<file path="config.mk">
export PLATFORM = sky130hd
export DESIGN_NAME = cbgeq_mac
export DESIGN_NICKNAME = d
export VERILOG_FILES = /design/src/design/cbgeq_pkg.sv /design/src/design/cbgeq_mac.sv
export SDC_FILE = /design/constraint.sdc
export NUM_CORES = 2
export LEC_CHECK = 0
export ABC_AREA = 1
export BUFFER_PORTS_ARGS = -buffer_cell sky130_fd_sc_hd__buf_2
export CORE_UTILIZATION = 55
export DETAILED_ROUTE_END_ITERATION = 10
export GPL_TIMING_DRIVEN = 0
export PLACE_DENSITY = 0.8
export SLEW_MARGIN = 25
export SYNTH_ARGS = -nofsm -noshare
export SYNTH_HDL_FRONTEND = slang
export SYNTH_SLANG_ARGS = --single-unit
</file>
<file path="constraint.sdc">
create_clock -name clk_i -period 20 [get_ports clk_i]
set_clock_uncertainty 0.1 [all_clocks]
set_input_delay 4 -clock clk_i [delete_from_list [all_inputs] [get_ports clk_i]]
set_output_delay 4 -clock clk_i [all_outputs]
set_load 0.005 [all_outputs]
</file>
<file path="src/design/cbgeq_pkg.sv">
// Shared types, constants and rounding helpers for the cascaded biquad equalizer.
`timescale 1ns / 1ps

package cbgeq_pkg;

  // Field widths
  localparam int SAMPLE_W      = 24;
  localparam int COEF_W        = 32;
  localparam int DLY_W         = 40;
  localparam int PROD_W        = COEF_W + SAMPLE_W;
  localparam int ACC_W         = 62;
  localparam int BAND_SEL_W    = 4;
  localparam int COEF_SEL_W    = 3;

  // Section layout
  localparam int NUM_BANDS_DEF  = 10;
  localparam int COEFS_PER_BAND = 5;
  localparam int DLY_PER_BAND   = 2;

  // Binary point positions
  localparam int Y_SHIFT = 28;
  localparam int D_SHIFT = 20;
  localparam int YQ_W    = ACC_W - Y_SHIFT;
  localparam int DQ_W    = ACC_W - D_SHIFT;

  // 1.0 in Q4.28, reset value of every b0
  localparam logic [COEF_W-1:0] COEF_ONE = COEF_W'(32'h1000_0000);

  // Request opcodes
  localparam logic OP_SAMPLE = 1'b0;
  localparam logic OP_COEF   = 1'b1;

  // Coefficient slots within a band
  localparam logic [COEF_SEL_W-1:0] COEF_B0 = 3'd0;
  localparam logic [COEF_SEL_W-1:0] COEF_B1 = 3'd1;
  localparam logic [COEF_SEL_W-1:0] COEF_B2 = 3'd2;
  localparam logic [COEF_SEL_W-1:0] COEF_A1 = 3'd3;
  localparam logic [COEF_SEL_W-1:0] COEF_A2 = 3'd4;

  // Delay slots within a band
  localparam logic DLY_S1 = 1'b0;
  localparam logic DLY_S2 = 1'b1;

  typedef enum logic [1:0] {
    ST_IDLE,
    ST_RUN,
    ST_DONE
  } state_e;

  // Phase schedule of one section (its delay write-back overlaps PH_HEAD and PH_MUL_B0 of the next)
  typedef enum logic [2:0] {
    PH_HEAD,
    PH_MUL_B0,
    PH_ACC_S1,
    PH_Y,
    PH_ACC2,
    PH_SUB1
  } phase_e;

  typedef enum logic [1:0] {
    ACC1_HOLD,
    ACC1_LOAD,
    ACC1_SUB
  } acc1_op_e;

  typedef enum logic [1:0] {
    ACC2_HOLD,
    ACC2_LOAD,
    ACC2_SUB
  } acc2_op_e;

  // Sequencer to datapath controls
  typedef struct packed {
    logic     y_load_in;
    logic     y_load_acc;
    logic     mul_en;
    acc1_op_e acc1_op;
    acc2_op_e acc2_op;
  } mac_ctrl_t;

  // Round to nearest (ties up) at 2^-23, saturate to a sample
  function automatic logic signed [SAMPLE_W-1:0] rsat_y(input logic signed [ACC_W-1:0] v);
    logic signed [ACC_W-1:0] t;
    logic signed [YQ_W-1:0]  q;
    logic signed [YQ_W-1:0]  qmax;
    logic signed [YQ_W-1:0]  qmin;
    t    = v + (ACC_W'(1) << (Y_SHIFT - 1));
    q    = t[ACC_W-1:Y_SHIFT];
    qmax = {{(YQ_W-SAMPLE_W+1){1'b0}}, {(SAMPLE_W-1){1'b1}}};
    qmin = {{(YQ_W-SAMPLE_W+1){1'b1}}, {(SAMPLE_W-1){1'b0}}};
    if (q > qmax) begin
      return qmax[SAMPLE_W-1:0];
    end else if (q < qmin) begin
      return qmin[SAMPLE_W-1:0];
    end
    return q[SAMPLE_W-1:0];
  endfunction

  // Round to nearest (ties up) at 2^-31, saturate to a delay word
  function automatic logic signed [DLY_W-1:0] rsat_d(input logic signed [ACC_W-1:0] v);
    logic signed [ACC_W-1:0] t;
    logic signed [DQ_W-1:0]  q;
    logic signed [DQ_W-1:0]  qmax;
    logic signed [DQ_W-1:0]  qmin;
    t    = v + (ACC_W'(1) << (D_SHIFT - 1));
    q    = t[ACC_W-1:D_SHIFT];
    qmax = {{(DQ_W-DLY_W+1){1'b0}}, {(DLY_W-1){1'b1}}};
    qmin = {{(DQ_W-DLY_W+1){1'b1}}, {(DLY_W-1){1'b0}}};
    if (q > qmax) begin
      return qmax[DLY_W-1:0];
    end else if (q < qmin) begin
      return qmin[DLY_W-1:0];
    end
    return q[DLY_W-1:0];
  endfunction

endpackage

</file>
<file path="src/design/cbgeq_mac.sv">
// Shared multiply-accumulate datapath for the biquad sections.
`timescale 1ns / 1ps

module cbgeq_mac
  import cbgeq_pkg::*;
(
  input  logic                       clk_i,
  input  mac_ctrl_t                  ctrl_i,
  input  logic signed [SAMPLE_W-1:0] sample_i,
  input  logic signed [COEF_W-1:0]   coef_i,
  input  logic signed [DLY_W-1:0]    dly_i,
  output logic signed [SAMPLE_W-1:0] y_o,
  output logic signed [DLY_W-1:0]    s1_new_o,
  output logic signed [DLY_W-1:0]    s2_new_o
);

  // y_q is the section input before the y update, the section output after
  logic signed [SAMPLE_W-1:0] y_q;
  logic signed [PROD_W-1:0]   prod_q;
  logic signed [ACC_W-1:0]    acc1_q;
  logic signed [ACC_W-1:0]    acc2_q;
  logic signed [ACC_W-1:0]    prod_ext;
  logic signed [ACC_W-1:0]    dly_ext;

  assign prod_ext = ACC_W'(prod_q);
  assign dly_ext  = ACC_W'(dly_i) <<< D_SHIFT;

  // Sample register
  always_ff @(posedge clk_i) begin
    if (ctrl_i.y_load_in) begin
      y_q <= sample_i;
    end else if (ctrl_i.y_load_acc) begin
      y_q <= rsat_y(acc1_q);
    end
  end

  // Single multiplier, registered product
  always_ff @(posedge clk_i) begin
    if (ctrl_i.mul_en) begin
      prod_q <= coef_i * y_q;
    end
  end

  // acc1: y sum, then new s1; acc2: new s2
  always_ff @(posedge clk_i) begin
    case (ctrl_i.acc1_op)
      ACC1_LOAD: acc1_q <= prod_ext + dly_ext;
      ACC1_SUB:  acc1_q <= acc1_q - prod_ext;
      default:   acc1_q <= acc1_q;
    endcase
    case (ctrl_i.acc2_op)
      ACC2_LOAD: acc2_q <= prod_ext;
      ACC2_SUB:  acc2_q <= acc2_q - prod_ext;
      default:   acc2_q <= acc2_q;
    endcase
  end

  assign y_o      = y_q;
  assign s1_new_o = rsat_d(acc1_q);
  assign s2_new_o = rsat_d(acc2_q);

endmodule

</file>
==> impl_metrics.py <==
metrics = {
    "critical_path": {
        "reg2regPathDepth": 21,
        "critical_path_buf_inv_count": 8,
        "worstReg2RegEnd": "prod_q[31]",
        "path_delay_family": "adder cells",
        "worst_path_max_delay_cell": "fa_1",
        "critPathRequiredTime_ps": 20220,
        "r2r_start": "y_o[23]",
        "critical_path.cell_chain": "buf_2, clkbuf_1, nand2_1, inv_1, fa_1, inv_1, fa_1, inv_1, fa_1, inv_1, fa_1, fa_1, fa_1, fa_1, inv_1, ha_1, inv_1, nor3_1, nor2_1, o21ai_0, a21oi_1, nand4_1, xor2_1",
        "startpoint": "coef_i[31]",
        "startpoint_type": "input port",
        "crit_end": "prod_q[55]",
        "r2r_slack_ps": 11120,
        "critPathMaxStageDelay_ps": 1260,
        "crit_path_end_kind": "flop",
        "path_common_cell": "fa_1",
        "cp_num_cells": 23,
        "cp.arrival_ps": 11840,
        "criticalPathCategory": "in -> reg",
        "crit_path_max_fanout": 11,
    },
    "cts": {
        "hold_buffers": 0,
        "postCtsSetupBuffers": 0,
        "numCtsBuffers": 23,
        "tritoncts": "done",
        "h-tree-depth": 1,
        "clk-insertion-delay-late_ps": 610,
        "path_clk_slew_ps": 70,
        "clockBufferDepth": 3,
        "clock-sinks": 204,
        "root_buffer": "clkbuf_16",
        "cts.repair.resized": 0,
    },
    "final_layout": {
        "area.sequential_um2": 6130,
        "multi_input_area_um2": 38000,
        "fill_cells": 8770,
        "syn2layout_area_growth_pct": 6.74,
        "nets": 8711,
        "stdcell_area_um2": 55000,
        "drive_gt1_share_pct": 5.25,
    },
    "route": {
        "num_vias": 51696,
        "routedWlPerCell_um": 26.0,
        "detail-route-antenna-nets": 0,
        "drc": 0,
        "drt_iter0_drc": 6008,
        "vias_per_cell": 5.89,
        "first_pass_iters": 8,
        "wirelength_mm": 229,
    },
    "synth": {
        "synth_most_common_cell": "nand2_1",
        "post_synth.cell_area_avg_um2": 7.09,
        "synth_top_cell_area_share_pct": 30.5,
        "yosys-top-cells-area": "fa_1 (31%), nand2_1 (14%), inv_1 (13%)",
        "synth_area_leader_cell": "fa_1",
        "synth_edf_count": 204,
        "synthTopCellsByCount": "nand2_1 (1885), inv_1 (1769), fa_1 (786), nor2_1 (579), o21ai_0 (330)",
        "syn_inst": 7270,
        "synth_seq_cells": 204,
        "yosys_warnings": 0,
        "async_flop_share_pct": 0,
        "synth_area_um2": 51600,
        "ys_types": 51,
        "seq_area_frac_synth_pct": 11.9,
        "syn_nets": 8477,
        "synthFlopType": "edfxtp_1",
    },
    "run": {
        "drv_cap": 0,
    },
    "floorplanning": {
        "die_w_um": 308,
        "die_y_um": 308,
        "core-area_um2": 92200,
        "start_util_pct": 55.9,
        "dieArea_um2": 95000,
        "rows": 111,
        "io_pins": 208,
    },
    "sta": {
        "maxSlewViolCount": 0,
        "worst_pin_slew_ps": 1300,
        "slew_headroom_pct": 13.2,
        "fmax_mhz": 86.1,
        "setup_tns_ps": 0,
        "finalSetupViolCount": 0,
        "grt_setup_unrepaired": "no",
        "fin_crit_sh_pct": 58.1,
        "min_period_ps": 11620,
        "hold_violations": 0,
    },
    "grt": {
        "grt_pass1_vias": 50907,
        "grt_pass1_wl_mm": 327,
        "grt_max_degree": 57,
        "grt_overflow": 0,
        "antenna_found_initial": 12,
        "grt_usage_pct": 48.0,
    },
    "placed_design": {
        "placed_area_um2": 54200,
        "port_buffers": 207,
        "hpwl_mm": 192,
        "routabilityCongestion": 1.08,
    },
    "hold_path": {
        "hold_path_class": "reg -> reg",
    },
    "status": {
        "status": "completed",
    },
}
==> cell type report <==
cell class	count	area share (%)
sequential	204	11.1
tap	1243	2.83
clock buffer	23	1.05
timing repair buffer	209	1.97
antenna	9	0.0409
inverter	1776	12.1
clock inverter	19	0.373
multi-input combinational	5102	69.0
buffer	188	1.43
==> worst min path at each step <==
stage / from / end / slack [ps] / depth (start not counted)
after floorplan: prod_q[2] / acc1_q[2] / 430 / 2
after global placement: prod_q[2] / acc1_q[2] / 450 / 2
after detailed placement: prod_q[11] / acc1_q[11] / 480 / 2
after CTS: prod_q[2] / acc1_q[2] / 490 / 2
after global routing: prod_q[2] / acc1_q[2] / 540 / 2
final: prod_q[11] / acc1_q[11] / 500 / 2
==> layer usage <==
metal  GRT usage [%]  share of wire [%]  routed length (um)
met4            39.4                 10               23000
met2            74.0                 43               98900
met3            13.0                 12               27600
met5           0.258              0.035                  81
met1            56.2                 35               78900
==> tightest hold or removal path, cell delays in order (launching register included) <==
cell	delay, ps
edfxtp_1	360
nand2_1	60
o21ai_0	70
==> cell families after synthesis <==
kind of cell / Yosys count / share of synthesized area (%)
and+or+nand+nor: 3025 / 24.1
buffers and inverters: 1964 / 14.4
adders and majority gates: 1103 / 38.2
muxes: 3 / 0.0631
xor gates and xnor gates: 163 / 2.77
AOI/OAI and AO/OA: 808 / 8.59
DFF: 204 / 11.9
==> state kept, by name, indices dropped and copies added (netlist names) <==
register / cells
prod_q: 56
acc1_q: 62
acc2_q: 62
y_o: 24
==> stage by stage <==
step           cells  util, %  setup slack (ps)  hold WS (ps)
2_1_floorplan   7270        -              9330           425
3_3_place_gp    8720     58.7              8100           447
3_5_place_dp    8722     58.8              8000           476
4_1_cts         8764     59.6              8590           490
5_1_grt         8766     59.6              8090           540
6_report        8773     59.7              8380           499
==> placed cells by master, fill, tap and decap left out, types with 11 or more instances in the layout <==
cell type / synthesis / routed
nand3b_1: 11 / 11
a21o_1: 36 / 36
xnor2_1: 74 / 74
o21bai_1: 48 / 48
ha_1: 317 / 317
nor4_1: 32 / 32
clkbuf_2: 0 / 18
fa_1: 786 / 786
a21boi_0: 11 / 11
nand2_2: 17 / 17
buf_2: 11 / 217
nand4_1: 51 / 51
o21ai_0: 330 / 329
xor2_1: 89 / 89
a31oi_1: 53 / 53
nor3_1: 59 / 59
nand2_1: 1885 / 1885
nand3_1: 297 / 297
inv_1: 1769 / 1767
clkbuf_16: 0 / 23
or2_2: 68 / 68
clkbuf_1: 159 / 141
edfxtp_1: 204 / 204
a21oi_1: 299 / 299
o211ai_1: 13 / 13
nor2_1: 579 / 579
Power is left out: the tool's default activity adds up to more than one toggle a clock period on the data nets, which glitch-free logic cannot reach.
