File: src/design/cbgeq_pkg.sv
// Shared types, constants and rounding helpers for the cascaded biquad equalizer.
`timescale 1ns / 1ps

package cbgeq_pkg;

  // Field widths
  localparam int SAMPLE_W      = 24;
  localparam int COEF_W        = 32;
  localparam int DLY_W         = 40;
  localparam int PROD_W        = COEF_W + SAMPLE_W;
  localparam int ACC_W         = 62;
  localparam int BAND_SEL_W    = 4;
  localparam int COEF_SEL_W    = 3;

  // Section layout
  localparam int NUM_BANDS_DEF  = 10;
  localparam int COEFS_PER_BAND = 5;
  localparam int DLY_PER_BAND   = 2;

  // Binary point positions
  localparam int Y_SHIFT = 28;
  localparam int D_SHIFT = 20;
  localparam int YQ_W    = ACC_W - Y_SHIFT;
  localparam int DQ_W    = ACC_W - D_SHIFT;

  // 1.0 in Q4.28, reset value of every b0
  localparam logic [COEF_W-1:0] COEF_ONE = COEF_W'(32'h1000_0000);

  // Request opcodes
  localparam logic OP_SAMPLE = 1'b0;
  localparam logic OP_COEF   = 1'b1;

  // Coefficient slots within a band
  localparam logic [COEF_SEL_W-1:0] COEF_B0 = 3'd0;
  localparam logic [COEF_SEL_W-1:0] COEF_B1 = 3'd1;
  localparam logic [COEF_SEL_W-1:0] COEF_B2 = 3'd2;
  localparam logic [COEF_SEL_W-1:0] COEF_A1 = 3'd3;
  localparam logic [COEF_SEL_W-1:0] COEF_A2 = 3'd4;

  // Delay slots within a band
  localparam logic DLY_S1 = 1'b0;
  localparam logic DLY_S2 = 1'b1;

  typedef enum logic [1:0] {
    ST_IDLE,
    ST_RUN,
    ST_DONE
  } state_e;

  // Phase schedule of one section (its delay write-back overlaps PH_HEAD and PH_MUL_B0 of the next)
  typedef enum logic [2:0] {
    PH_HEAD,
    PH_MUL_B0,
    PH_ACC_S1,
    PH_Y,
    PH_ACC2,
    PH_SUB1
  } phase_e;

  typedef enum logic [1:0] {
    ACC1_HOLD,
    ACC1_LOAD,
    ACC1_SUB
  } acc1_op_e;

  typedef enum logic [1:0] {
    ACC2_HOLD,
    ACC2_LOAD,
    ACC2_SUB
  } acc2_op_e;

  // Sequencer to datapath controls
  typedef struct packed {
    logic     y_load_in;
    logic     y_load_acc;
    logic     mul_en;
    acc1_op_e acc1_op;
    acc2_op_e acc2_op;
  } mac_ctrl_t;

  // Round to nearest (ties up) at 2^-23, saturate to a sample
  function automatic logic signed [SAMPLE_W-1:0] rsat_y(input logic signed [ACC_W-1:0] v);
    logic signed [ACC_W-1:0] t;
    logic signed [YQ_W-1:0]  q;
    logic signed [YQ_W-1:0]  qmax;
    logic signed [YQ_W-1:0]  qmin;
    t    = v + (ACC_W'(1) << (Y_SHIFT - 1));
    q    = t[ACC_W-1:Y_SHIFT];
    qmax = {{(YQ_W-SAMPLE_W+1){1'b0}}, {(SAMPLE_W-1){1'b1}}};
    qmin = {{(YQ_W-SAMPLE_W+1){1'b1}}, {(SAMPLE_W-1){1'b0}}};
    if (q > qmax) begin
      return qmax[SAMPLE_W-1:0];
    end else if (q < qmin) begin
      return qmin[SAMPLE_W-1:0];
    end
    return q[SAMPLE_W-1:0];
  endfunction

  // Round to nearest (ties up) at 2^-31, saturate to a delay word
  function automatic logic signed [DLY_W-1:0] rsat_d(input logic signed [ACC_W-1:0] v);
    logic signed [ACC_W-1:0] t;
    logic signed [DQ_W-1:0]  q;
    logic signed [DQ_W-1:0]  qmax;
    logic signed [DQ_W-1:0]  qmin;
    t    = v + (ACC_W'(1) << (D_SHIFT - 1));
    q    = t[ACC_W-1:D_SHIFT];
    qmax = {{(DQ_W-DLY_W+1){1'b0}}, {(DLY_W-1){1'b1}}};
    qmin = {{(DQ_W-DLY_W+1){1'b1}}, {(DLY_W-1){1'b0}}};
    if (q > qmax) begin
      return qmax[DLY_W-1:0];
    end else if (q < qmin) begin
      return qmin[DLY_W-1:0];
    end
    return q[DLY_W-1:0];
  endfunction

endpackage

File: src/design/cbgeq_ram.sv
// Generic simple dual-port RAM, one write and one registered read port.
`timescale 1ns / 1ps

module cbgeq_ram #(
  parameter int WIDTH = 32,
  parameter int DEPTH = 50,
  localparam int AW = (DEPTH > 1) ? $clog2(DEPTH) : 1
) (
  input  logic             clk_i,
  input  logic             we_i,
  input  logic [AW-1:0]    waddr_i,
  input  logic [WIDTH-1:0] wdata_i,
  input  logic             re_i,
  input  logic [AW-1:0]    raddr_i,
  output logic [WIDTH-1:0] rdata_o
);

  logic [WIDTH-1:0] mem_q [DEPTH];
  logic [WIDTH-1:0] rdata_q;

  always_ff @(posedge clk_i) begin
    if (we_i) begin
      mem_q[waddr_i] <= wdata_i;
    end
  end

  // Read data holds until the next read
  always_ff @(posedge clk_i) begin
    if (re_i) begin
      rdata_q <= mem_q[raddr_i];
    end
  end

  assign rdata_o = rdata_q;

endmodule

File: src/design/cbgeq_store.sv
// Coefficient and section delay memories with per-entry valid bits for reset values.
`timescale 1ns / 1ps

module cbgeq_store
  import cbgeq_pkg::*;
#(
  parameter int NUM_BANDS = NUM_BANDS_DEF,
  localparam int NUM_COEF = NUM_BANDS * COEFS_PER_BAND,
  localparam int NUM_DLY  = NUM_BANDS * DLY_PER_BAND,
  localparam int CADDR_W  = $clog2(NUM_COEF),
  localparam int DADDR_W  = $clog2(NUM_DLY)
) (
  input  logic                     clk_i,
  input  logic                     rst_ni,
  // coefficient side
  input  logic                     c_we_i,
  input  logic [CADDR_W-1:0]       c_waddr_i,
  input  logic [COEF_W-1:0]        c_wdata_i,
  input  logic                     c_re_i,
  input  logic [CADDR_W-1:0]       c_raddr_i,
  input  logic                     c_rb0_i,
  output logic signed [COEF_W-1:0] coef_o,
  // delay side
  input  logic                     d_we_i,
  input  logic [DADDR_W-1:0]       d_waddr_i,
  input  logic [DLY_W-1:0]         d_wdata_i,
  input  logic                     d_re_i,
  input  logic [DADDR_W-1:0]       d_raddr_i,
  output logic signed [DLY_W-1:0]  dly_o
);

  logic [NUM_COEF-1:0] c_vld_q;
  logic [NUM_DLY-1:0]  d_vld_q;
  logic                c_hit_q;
  logic                c_b0_q;
  logic                d_hit_q;
  logic [COEF_W-1:0]   c_rdata;
  logic [DLY_W-1:0]    d_rdata;

  cbgeq_ram #(
    .WIDTH (COEF_W),
    .DEPTH (NUM_COEF)
  ) u_coef_ram (
    .clk_i   (clk_i),
    .we_i    (c_we_i),
    .waddr_i (c_waddr_i),
    .wdata_i (c_wdata_i),
    .re_i    (c_re_i),
    .raddr_i (c_raddr_i),
    .rdata_o (c_rdata)
  );

  cbgeq_ram #(
    .WIDTH (DLY_W),
    .DEPTH (NUM_DLY)
  ) u_dly_ram (
    .clk_i   (clk_i),
    .we_i    (d_we_i),
    .waddr_i (d_waddr_i),
    .wdata_i (d_wdata_i),
    .re_i    (d_re_i),
    .raddr_i (d_raddr_i),
    .rdata_o (d_rdata)
  );

  // Valid bits: an entry never written reads as its reset value
  always_ff @(posedge clk_i or negedge rst_ni) begin
    if (!rst_ni) begin
      c_vld_q <= '0;
      d_vld_q <= '0;
    end else begin
      if (c_we_i) begin
        c_vld_q[c_waddr_i] <= 1'b1;
      end
      if (d_we_i) begin
        d_vld_q[d_waddr_i] <= 1'b1;
      end
    end
  end

  // Track validity of the word in flight alongside the RAM read
  always_ff @(posedge clk_i) begin
    if (c_re_i) begin
      c_hit_q <= c_vld_q[c_raddr_i];
      c_b0_q  <= c_rb0_i;
    end
    if (d_re_i) begin
      d_hit_q <= d_vld_q[d_raddr_i];
    end
  end

  assign coef_o = c_hit_q ? c_rdata : (c_b0_q ? COEF_ONE : '0);
  assign dly_o  = d_hit_q ? d_rdata : '0;

endmodule

File: config.mk
export PLATFORM = sky130hd
export DESIGN_NAME = cbgeq_store
export DESIGN_NICKNAME = d
export VERILOG_FILES = /design/src/design/cbgeq_pkg.sv /design/src/design/cbgeq_ram.sv /design/src/design/cbgeq_store.sv
export SDC_FILE = /design/constraint.sdc
export NUM_CORES = 2
export LEC_CHECK = 0
export BUFFER_PORTS_ARGS = -buffer_cell sky130_fd_sc_hd__buf_4
export CORE_MARGIN = 2
export CORE_UTILIZATION = 45
export CTS_BUF_LIST = sky130_fd_sc_hd__clkbuf_8
export DETAILED_ROUTE_END_ITERATION = 8
export SLEW_MARGIN = 5
export SYNTH_ARGS = -nofsm -noshare
export SYNTH_HDL_FRONTEND = slang
export SYNTH_SLANG_ARGS = --single-unit
File: constraint.sdc
create_clock -name clk_i -period 2.1 [get_ports clk_i]
set_input_delay 0.105 -clock clk_i [delete_from_list [all_inputs] [get_ports clk_i]]
set_output_delay 0.105 -clock clk_i [all_outputs]
set_load 0.01 [all_outputs]
==> summary.txt <==
Min path
  – Hold path start: c_wdata_i[28]
  – Worst hold path type: input pin to register

Critical path
  – R2r startpoint: u_coef_ram.mem_q[5][9]
  – CP Launch Type: register
  – CP startpoint: c_hit_q
  – Crit-path leading delay family: flip-flops
  – Crit end category: primary output
  – Crit-path max cell delay: 0.41 ns
  – CP required: 2.00 ns
  – Crit path cell chain: buf_12 > mux2_4 > buf_6
  – CP Max Fanout: 6
  – Setup CP Type: register to primary output
  – Crit path max-delay cell type: edfxtp_1
  – Buf+Inv Stages, Crit Path: 2
  – Crit path DAT: 2.08 ns

Clocking
  – Htree depth: 5
  – Number of CTS-inserted buffers: 424
  – Root buffer cell: clkbuf_8
  – Clock transition at path regs: 0.06 ns
  – CTS tree: built
  – Clk buf depth: 4
  – Worst skew pair latency: 1.11 ns
  – CTS sink count: 2545

Synth
  – Seq cells post-synth: 2545
  – Post-synthesis compound-gate area fraction: 0.704%
  – Syn Inst Count: 4068
  – Post-synth top flop: edfxtp_1
  – Post-Syn Area: 96700 um^2
  – Mapped Nets: 4169
  – Synth Area in Adders: 0%
  – Synth Area in Simple Gates: 1.71%
  – Synth cell types: 31
  – Combinational family with the most area after synthesis: multiplexers
  – Avg Cell Area, Syn: 23.8 um^2
  – Post-synthesis xor/xnor area fraction: 0%
  – Yosys warning count: 0
  – Number of synthesized flops with an enable pin: 2475
  – Post-synth ARST share: 2.75%
  – Sequential share of the synthesized area: 78.6%
  – Mux share of post-synthesis cell area: 17.9%

STA
  – Fin. Hold Viols: 0
  – Setup-failing EPs final: 72
  – Final Skew: 0.123 ns
  – Final Cycle Share: 104%
  – RSZ-0062 raised after global routing: yes
  – Final worst setup slack: -0.0890 ns
  – Tmin final: 2.19 ns
  – Max Freq: 0.457 GHz
  – Final Max Tran Viols: 0
  – Slew @ Worst Pin: 1.12 ns
  – Slew headroom: 25.4%
  – Setup TNS: -4.26 ns

Pwr
  – Design Power: 0.103 W
  – PD cells: 886 nW/um^2
  – Peak supply drop: 0.761 mV
  – LEAKAGE: 38.7 nW

Finish
  – Synth-to-Final Area Change: 20.4%
  – Filler cell count in the final layout: 16000
  – Multi-input logic area: 20400 um^2
  – Sequential cell area: 76100 um^2
  – Final core utilization: 54.4%
  – Nets: 5168
  – Share of post-route cells with drive strength above 1: 37.8%
  – Final Instance Count excl. Fillers: 8225

Global route
  – Congestion Overflow GR: 0
  – First-pass GRT wire length: 352 mm
  – Vias in the first global route: 49300
  – Antenna violations before repair: 16
  – GRT Overall Usage: 22.5%
  – Largest net degree at the start of global routing: 51

Floorplanning
  – Area of the die: 219000 um^2
  – Die height: 468 um
  – Starting Density: 45.2%
  – Die width: 468 um
  – Row count: 170
  – Core area: 214000 um^2
  – I/O Pins: 173

Outcome
  – Status: complete, but fails checks
  – Failing checks: setup timing

Routing
  – Via-per-instance ratio: 5.78
  – Post-Route WL: 247 mm
  – Wire per inst: 30.0 um
  – Post-route ant nets: 0
  – 1st-iter DRT viols: 5137
  – Via count: 47500
  – TritonRoute pass-1 iters: 5
  – Residual DRC: 0

Placement
  – Placed insts: 7273
  – Hpwl dp: 138 mm
  – GPL Wtd Cong: 0.781
  – Port Buf Inserts: 172

Job
  – Max Cap Viol: 0
[worst register-to-register path, stage by stage (launching register included)]
cell,delay [ns]
edfxtp_1,0.37
mux4_2,0.49
mux2i_1,0.22
o22ai_1,0.23
nor3_4,0.23
buf_4,0.17
o21ai_1,0.11
[area by class of cell]
| cell class | count | share of cell area [%] |
|---|---|---|
| sequential | 2545 | 65.3 |
| multi-input combinational | 1298 | 17.5 |
| timing repair buffer | 778 | 7.58 |
| clock buffer | 444 | 5.25 |
| tap | 2838 | 3.05 |
| clock inverter | 295 | 1.24 |
| inverter | 20 | 0.0645 |
| antenna | 7 | 0.0150 |
[cells by family after synthesis]
family,after synthesis
AO/OA/AOI/OAI,102
multiplexers,882
buffers and inverters,225
flip-flops,2545
AND/OR/NAND/NOR,314
[timing repair]
item                                    CTS  global route
hold buffers                            200             0
pin swaps                                 1             1
cloned                                    2             3
setup endpoints to repair                74           197
endpoints found under the hold margin  5023             0
buffers inserted                          4             0
resized for setup                        57            84
[metal layers]
layer | track usage, % | wire length (um)
met4 | 5.86 | 5260
met2 | 35.4 | 119000
met5 | 0 | 78
met3 | 4.12 | 17700
met1 | 32.9 | 105000
[state kept, by name, indices dropped and copies added, names as in the netlist]
signal	cells
u_dly_ram.rdata_o	40
d_vld_q	20
u_coef_ram.rdata_o	32
c_hit_q	1
u_dly_ram.mem_q	800
d_hit_q	1
c_b0_q	1
u_coef_ram.mem_q	1600
c_vld_q	50
[worst paths after layout]
path	end	slack, ns	cells after the start
worst max-delay path	coef_o[28]	-0.09	3
worst min-delay path	u_coef_ram.mem_q[24][28]	0.11	2
worst max register to register	u_coef_ram.rdata_o[9]	0.03	6
worst min register to register	c_vld_q[45]	0.46	1
max in group asynchronous	c_vld_q[18]	1.35	5
min in group asynchronous	c_vld_q[12]	0.30	4
[metrics by stage]
stage	hold WS (ns)	instance area, um^2	worst slack, ns
floorplan	-0.191	96900	-0.616
global placement	0.185	106000	-0.700
detailed placement	0.190	106000	-0.706
CTS	0.00372	116000	-0.226
global route	0.0624	116000	-0.221
finish	0.111	116000	-0.0890
[placed cells by master (no fill, tap or decap), drive strengths merged, types with 71 or more instances in the layout]
master	Yosys	final
edfxtp	2475	2475
and2	71	71
clkinv	0	127
nor2	111	111
clkbuf	96	448
mux4	673	673
dlygate4sd3	0	190
mux2i	164	164
inv	20	171
buf	109	582
[cells in the mapped netlist (3+ instances only)]
cell / instances / area [um^2]
a2111o_1: 13 / 146
and2_1: 71 / 444
buf_1: 17 / 63.8
buf_2: 69 / 345
buf_4: 19 / 143
buf_6: 4 / 45.0
clkbuf_1: 96 / 360
dfrtp_1: 70 / 1750
edfxtp_1: 2475 / 74300
inv_1: 20 / 75.1
mux2_2: 45 / 507
mux2i_1: 164 / 1640
mux4_2: 673 / 15200
nand2_1: 12 / 45.0
nand3_1: 6 / 30.0
nand3b_1: 7 / 52.6
nor2_1: 111 / 417
nor2b_1: 6 / 37.5
nor3_1: 19 / 95.1
o21ai_0: 21 / 105
o22ai_1: 64 / 400
or2_2: 70 / 438
or3_1: 3 / 18.8
or3b_2: 5 / 43.8
[report_power, final]
part | switching, W | internal [W] | leakage, nW
combinational | 0.00335 | 0.00333 | 11.0
sequential | 0.000369 | 0.0566 | 23.2
clock | 0.0191 | 0.0204 | 4.42
(Power assumes the default switching activity.)
